[config.mk]
export PLATFORM = sky130hd
export DESIGN_NAME = deq_ctrl
export DESIGN_NICKNAME = d
export VERILOG_FILES = /design/src/design/deq_pkg.sv /design/src/design/deq_ctrl.sv
export SDC_FILE = /design/constraint.sdc
export NUM_CORES = 1
export LEC_CHECK = 0
export BUFFER_PORTS_ARGS = -buffer_cell sky130_fd_sc_hd__buf_2
export CORE_AREA = 2 2 39 41
export DETAILED_ROUTE_END_ITERATION = 8
export DIE_AREA = 0 0 41 43
export GPL_TIMING_DRIVEN = 1
export RECOVER_POWER = 100
export SLEW_MARGIN = 20
export SYNTH_ARGS = -nofsm -noshare
export SYNTH_HDL_FRONTEND = slang
export SYNTH_SLANG_ARGS = --single-unit
[constraint.sdc]
create_clock -name i_clk -period 0.9 [get_ports i_clk]
set_input_delay 0.09 -clock i_clk [delete_from_list [all_inputs] [get_ports i_clk]]
set_output_delay 0.09 -clock i_clk [all_outputs]
set_load 0.02 [all_outputs]
[src/design/deq_pkg.sv]
// Shared types, codes and widths for the indexed double-ended queue.
package deq_pkg;

    localparam int DEPTH_DEF = 1024;

    localparam int ACT_W  = 3;
    localparam int WORD_W = 64;
    localparam int POS_W  = 10;
    localparam int STAT_W = 2;
    localparam int OCC_W  = 11;

    typedef enum logic [ACT_W-1:0] {
        ACT_PUSH_BACK  = 3'd0,
        ACT_POP_BACK   = 3'd1,
        ACT_PUSH_FRONT = 3'd2,
        ACT_POP_FRONT  = 3'd3,
        ACT_READ_FRONT = 3'd4,
        ACT_READ_BACK  = 3'd5,
        ACT_READ_POS   = 3'd6
    } t_action;

    typedef enum logic [STAT_W-1:0] {
        ST_OK    = 2'd0,
        ST_EMPTY = 2'd1,
        ST_FULL  = 2'd2,
        ST_RANGE = 2'd3
    } t_status;

    typedef enum logic {
        S_IDLE   = 1'b0,
        S_RESULT = 1'b1
    } t_state;

    typedef enum logic [2:0] {
        OFF_ZERO     = 3'd0,
        OFF_COUNT    = 3'd1,
        OFF_COUNT_M1 = 3'd2,
        OFF_ONE      = 3'd3,
        OFF_LAST     = 3'd4,
        OFF_POS      = 3'd5
    } t_offset;

    typedef enum logic [1:0] {
        CNT_HOLD = 2'd0,
        CNT_INC  = 2'd1,
        CNT_DEC  = 2'd2
    } t_cnt_op;

    typedef struct packed {
        logic    accept;
        logic    wr_en;
        logic    rd_en;
        t_offset off_sel;
        logic    head_load;
        t_cnt_op cnt_op;
        logic    res_valid;
        t_status res_status;
    } t_cmd;

    typedef struct packed {
        logic empty;
        logic full;
        logic pos_ok;
    } t_flags;

endpackage

[src/design/deq_ctrl.sv]
// Controller: handshake state machine and action decode for the queue.
module deq_ctrl
    import deq_pkg::*;
(
    input  logic             i_clk,
    input  logic             i_rst_n,
    input  logic             i_in_valid,
    input  logic [ACT_W-1:0] i_action,
    input  logic             i_out_ready,
    input  t_flags           i_flags,
    output logic             o_in_ready,
    output logic             o_out_valid,
    output t_cmd             o_cmd
);

    t_state r_state;
    t_state n_state;
    logic   accept;

    always_ff @(posedge i_clk) begin
        if (!i_rst_n) begin
            r_state <= S_IDLE;
        end else begin
            r_state <= n_state;
        end
    end

    always_comb begin
        o_out_valid = (r_state == S_RESULT);
        o_in_ready  = (r_state == S_IDLE) || i_out_ready;
        accept      = i_in_valid && o_in_ready;

        priority if (accept) begin
            n_state = S_RESULT;
        end else if ((r_state == S_RESULT) && i_out_ready) begin
            n_state = S_IDLE;
        end else begin
            n_state = r_state;
        end

        o_cmd            = '0;
        o_cmd.accept     = accept;
        o_cmd.off_sel    = OFF_ZERO;
        o_cmd.cnt_op     = CNT_HOLD;
        o_cmd.res_status = ST_OK;

        unique case (i_action)
            ACT_PUSH_BACK: begin
                if (i_flags.full) begin
                    o_cmd.res_status = ST_FULL;
                end else begin
                    o_cmd.wr_en   = 1'b1;
                    o_cmd.off_sel = OFF_COUNT;
                    o_cmd.cnt_op  = CNT_INC;
                end
            end
            ACT_POP_BACK: begin
                if (i_flags.empty) begin
                    o_cmd.res_status = ST_EMPTY;
                end else begin
                    o_cmd.cnt_op = CNT_DEC;
                end
            end
            ACT_PUSH_FRONT: begin
                if (i_flags.full) begin
                    o_cmd.res_status = ST_FULL;
                end else begin
                    o_cmd.wr_en     = 1'b1;
                    o_cmd.off_sel   = OFF_LAST;
                    o_cmd.head_load = 1'b1;
                    o_cmd.cnt_op    = CNT_INC;
                end
            end
            ACT_POP_FRONT: begin
                if (i_flags.empty) begin
                    o_cmd.res_status = ST_EMPTY;
                end else begin
                    o_cmd.off_sel   = OFF_ONE;
                    o_cmd.head_load = 1'b1;
                    o_cmd.cnt_op    = CNT_DEC;
                end
            end
            ACT_READ_FRONT: begin
                if (i_flags.empty) begin
                    o_cmd.res_status = ST_EMPTY;
                end else begin
                    o_cmd.rd_en     = 1'b1;
                    o_cmd.off_sel   = OFF_ZERO;
                    o_cmd.res_valid = 1'b1;
                end
            end
            ACT_READ_BACK: begin
                if (i_flags.empty) begin
                    o_cmd.res_status = ST_EMPTY;
                end else begin
                    o_cmd.rd_en     = 1'b1;
                    o_cmd.off_sel   = OFF_COUNT_M1;
                    o_cmd.res_valid = 1'b1;
                end
            end
            ACT_READ_POS: begin
                if (!i_flags.pos_ok) begin
                    o_cmd.res_status = ST_RANGE;
                end else begin
                    o_cmd.rd_en     = 1'b1;
                    o_cmd.off_sel   = OFF_POS;
                    o_cmd.res_valid = 1'b1;
                end
            end
            default: begin
                o_cmd.res_status = ST_OK;
            end
        endcase
    end

endmodule

# Word level (Yosys, flattened, before mapping)
# Cells that the tools add are included.
[classes]
n_eq_ne = 6
mux = 23
n_bitwise = 1
n_reduce_logical = 8
[op_table]
columns = ["operator", "n"]
rows = [
  ["3-bit one-hot mux with 6 select lines", 1],
  ["4-bit 2-to-1 mux", 3],
  ["3-bit == test (second input constant)", 3],
  ["1-bit 2-to-1 mux", 9],
  ["2-bit one-hot mux with 4 select lines", 1],
  ["3-bit by 2-bit == test with 1-bit output (second input constant)", 2],
  ["2-bit 2-to-1 mux", 3],
  ["6-bit 2-to-1 mux", 1],
  ["2-bit one-hot mux with 3 select lines", 1],
  ["5-bit 2-to-1 mux", 1],
  ["1-bit one-hot mux with 2 select lines", 2],
  ["2-bit OR reduction", 2],
  ["4-bit OR reduction", 1],
  ["3-bit by 1-bit == test with 1-bit output (second input constant)", 1],
  ["3-bit logical NOT", 1],
  ["1-bit one-hot mux with 3 select lines", 1],
  ["1-bit logical AND", 2],
  ["2-bit nonzero test", 1],
  ["1-bit logical OR", 1],
  ["1-bit inverter", 1],
]
[totals]
reg_bits = 1
inputBits = 10
out_inout_bits = 14

# Logic depth before layout (Yosys ltp)
[depth]
word_depth = 4
ltp_mapped = 4

# Worst setup path before layout
# OpenSTA, ideal clock, no wires.
[synth_path]
path_type = "input to output"
startpoint = "input i_action[2]"
endpoint = "output o_cmd[10] in the netlist's numbering"
arrival_time_ps = 1045
required_time_ps = 810
slack_ps = -235
cell_stages = 3
path_buffers = 2
path_cell_list = "buf_4 > nor3_1 > buf_4"
[synth_rtl]
columns = ["item", "line", "rtl"]
rows = [
  ["start, declared", "deq_ctrl.sv:8", "input logic [ACT_W-1:0] i_action,"],
  ["end, declared", "deq_ctrl.sv:13", "output t_cmd o_cmd"],
]

==> flow_summary.json <==
{
  "drc_errors": 0,
  "initial_core_util": 0.187,
  "critical_path_class": "in -> out",
  "yosysTopAreaCellShare": 0.116,
  "worstPathCellList": "buf_2, mux2_4, nor3b_4, buf_6",
  "syn_nets": 42,
  "yosysUniqueCellTypes": 22,
  "largest_reg_flops": 1,
  "p_leak_nw": 0.268,
  "core_um2": 1380,
  "routabilityCongestion": 0.720,
  "syn_to_final_growth_pct": 106,
  "final-hold-violation-count": 0,
  "worstSkewPairLatency_ps": 0,
  "synthCells": 32,
  "p_per_area_nw_per_um2": 587,
  "worst_slew_pin_slew_ps": 229,
  "finalMaxSlewViolations": 0,
  "ios": 24,
  "dr_total_vias": 328,
  "seqPwrFrac": 0.163,
  "ys_seq_elements": 1,
  "switchingPower_mw": 0.126,
  "grt_pass1_wl_um": 1140,
  "synth_top_area_cell": "buf_4",
  "syn_avg_cell_area_um2": 8.09,
  "path_buf_inv": 2,
  "cpMaxStageDelayCell": "mux2_4",
  "die_h_um": 43,
  "period_share": 1.01,
  "cts.clk_slew.worst_paths_ps": 0,
  "cp_top_family": "multiplexers",
  "track_usage": 0.0849,
  "place_inst": 73,
  "finalWorstSetupSlack_ps": -4.68,
  "internal_power_mw": 0.188,
  "hold_buffers": 0,
  "worstPathRequired_ps": 810,
  "synth_area_um2": 259,
  "worstSetupEndpointType": "output pin",
  "p_sw_frac": 0.401,
  "fin_nets": 70,
  "relSlewSlack": 0.846,
  "antenna_found_initial": 0,
  "final_common_cell": "buf_4",
  "synthTopCellsByArea": "buf_4 (12%), nand2b_1 (9.7%), nor3b_2 (9.7%), nand3b_1 (8.7%), dfxtp_1 (7.7%)",
  "cp_max_fo": 4,
  "outcome": "finished with violations",
  "final_cells": 74,
  "p_comb_frac": 0.837,
  "cp-start-kind": "input pin",
  "rows": 14,
  "setup_viol": 1,
  "rsz0062_at_grt": "yes",
  "die_area_um2": 1760,
  "antenna_left": 0,
  "violations": "negative setup slack",
  "viasPerCell": 4.43,
  "peakVddDrop_mv": 0.201,
  "power_mw": 0.314,
  "place.port_buffers": 23,
  "clkPwrFrac": 0,
  "final_cell_mix": "buf_4 (10), buf_2 (8), buf_6 (6)",
  "drt-total-wl_um": 762,
  "diodes": 0,
  "max_freq_mhz": 1110,
  "min_path_type": "in -> reg",
  "pre_cts_slack_ps": -116,
  "grt_pass1_vias": 300,
  "utilization": 0.386,
  "firstDrtPassIters": 2,
  "slowest_delay_ps": 280,
  "ys_seq_area_frac": 0.0773,
  "drt_iter0_drc": 1,
  "clock_skew_ps": 0,
  "async_reset_ff_frac": 0,
  "layout_min_cycle_time_ps": 905,
  "worstPathArrival_ps": 810,
  "dpl.hpwl_um": 573,
  "drv_cap": 0,
  "synth_edf_count": 0,
  "ys_warn_count": 0,
  "die_width_um": 41,
  "drive_above_1_share": 0.690,
  "grt_max_degree": 10,
  "synthFlopType": "dfxtp_1",
  "grt_overflow_total": 0,
  "wl_per_cell_um": 10.3
}
## worst register-to-register path: cells and delay by family, from the launching register on
family	cells	cell delay, ps
AO/OA/AOI/OAI	1	150
flip-flops	1	350
AND/OR/NAND/NOR	1	60
## logic make-up (layout without fill, tap and decap cells)
logic type / after synthesis / in the layout / share of synthesized area
and+or+nand+nor: 17 / 17 / 0.498
xor gates and xnor gates: 1 / 1 / 0.0338
AOI/OAI and AO/OA: 5 / 5 / 0.140
DFF: 1 / 1 / 0.0773
buffers and inverters: 7 / 33 / 0.193
muxes: 1 / 1 / 0.0580
## through the flow
step	hold slack (ps)	setup TNS, ps	instance area (um2)
detailed placement	345	-261	453
global route	365	-103	534
global placement	343	-257	453
floorplan	219	0	295
CTS	345	-32.4	497
finish	348	-4.68	534
## layer usage
layer	wire length [um]	track usage	part of all wire	vias to the layer above
li1	-	-	-	165
met1	276	0.117	0.36	146
met2	405	0.150	0.53	17
met3	80	0	0.10	0
met4	0	0	0	0
met5	0	0	0	-
## worst paths after layout
path | from | endpoint | slack (ps) | cells past startpoint
worst max-delay path | i_flags[1] | o_cmd[5] | -5 | 4
worst min-delay path | i_rst_n | o_out_valid | 350 | 2
worst max register to register | o_out_valid | o_out_valid | 260 | 2
worst min register to register | o_out_valid | o_out_valid | 510 | 2
## timing repair
item / 4_1_cts / 5_1_grt
resized for setup: 12 / 12
setup buffers: 1 / 0
pin swaps: 3 / 4
endpoints found under the setup margin: 6 / 9
## cells in the mapped netlist, drive strengths merged, types with 2 or more instances
master and number:
nand2b 4, nand3b 3, nor3b 3, and3b 2
buf 6
## layout make-up
| cell class | instances | area (um2) |
|---|---|---|
| fillers | 156 | 850 |
| repair buffers | 32 | 253 |
| multi-input cells | 24 | 238 |
| flip-flops and latches | 1 | 20.0 |
| well taps | 16 | 20.0 |
| inverters | 1 | 3.75 |
## power groups by stage
stage                     clock network (mW)  logic, mW  registers, mW
final                                      0      0.262         0.0511
after global routing                       0      0.283         0.0518
after CTS                                  0      0.245         0.0518
after detailed placement                   0      0.222         0.0518
after global placement                     0      0.220         0.0515
after floorplan                            0      0.140         0.0553
Note: power is estimated with default switching activity, not from simulation.
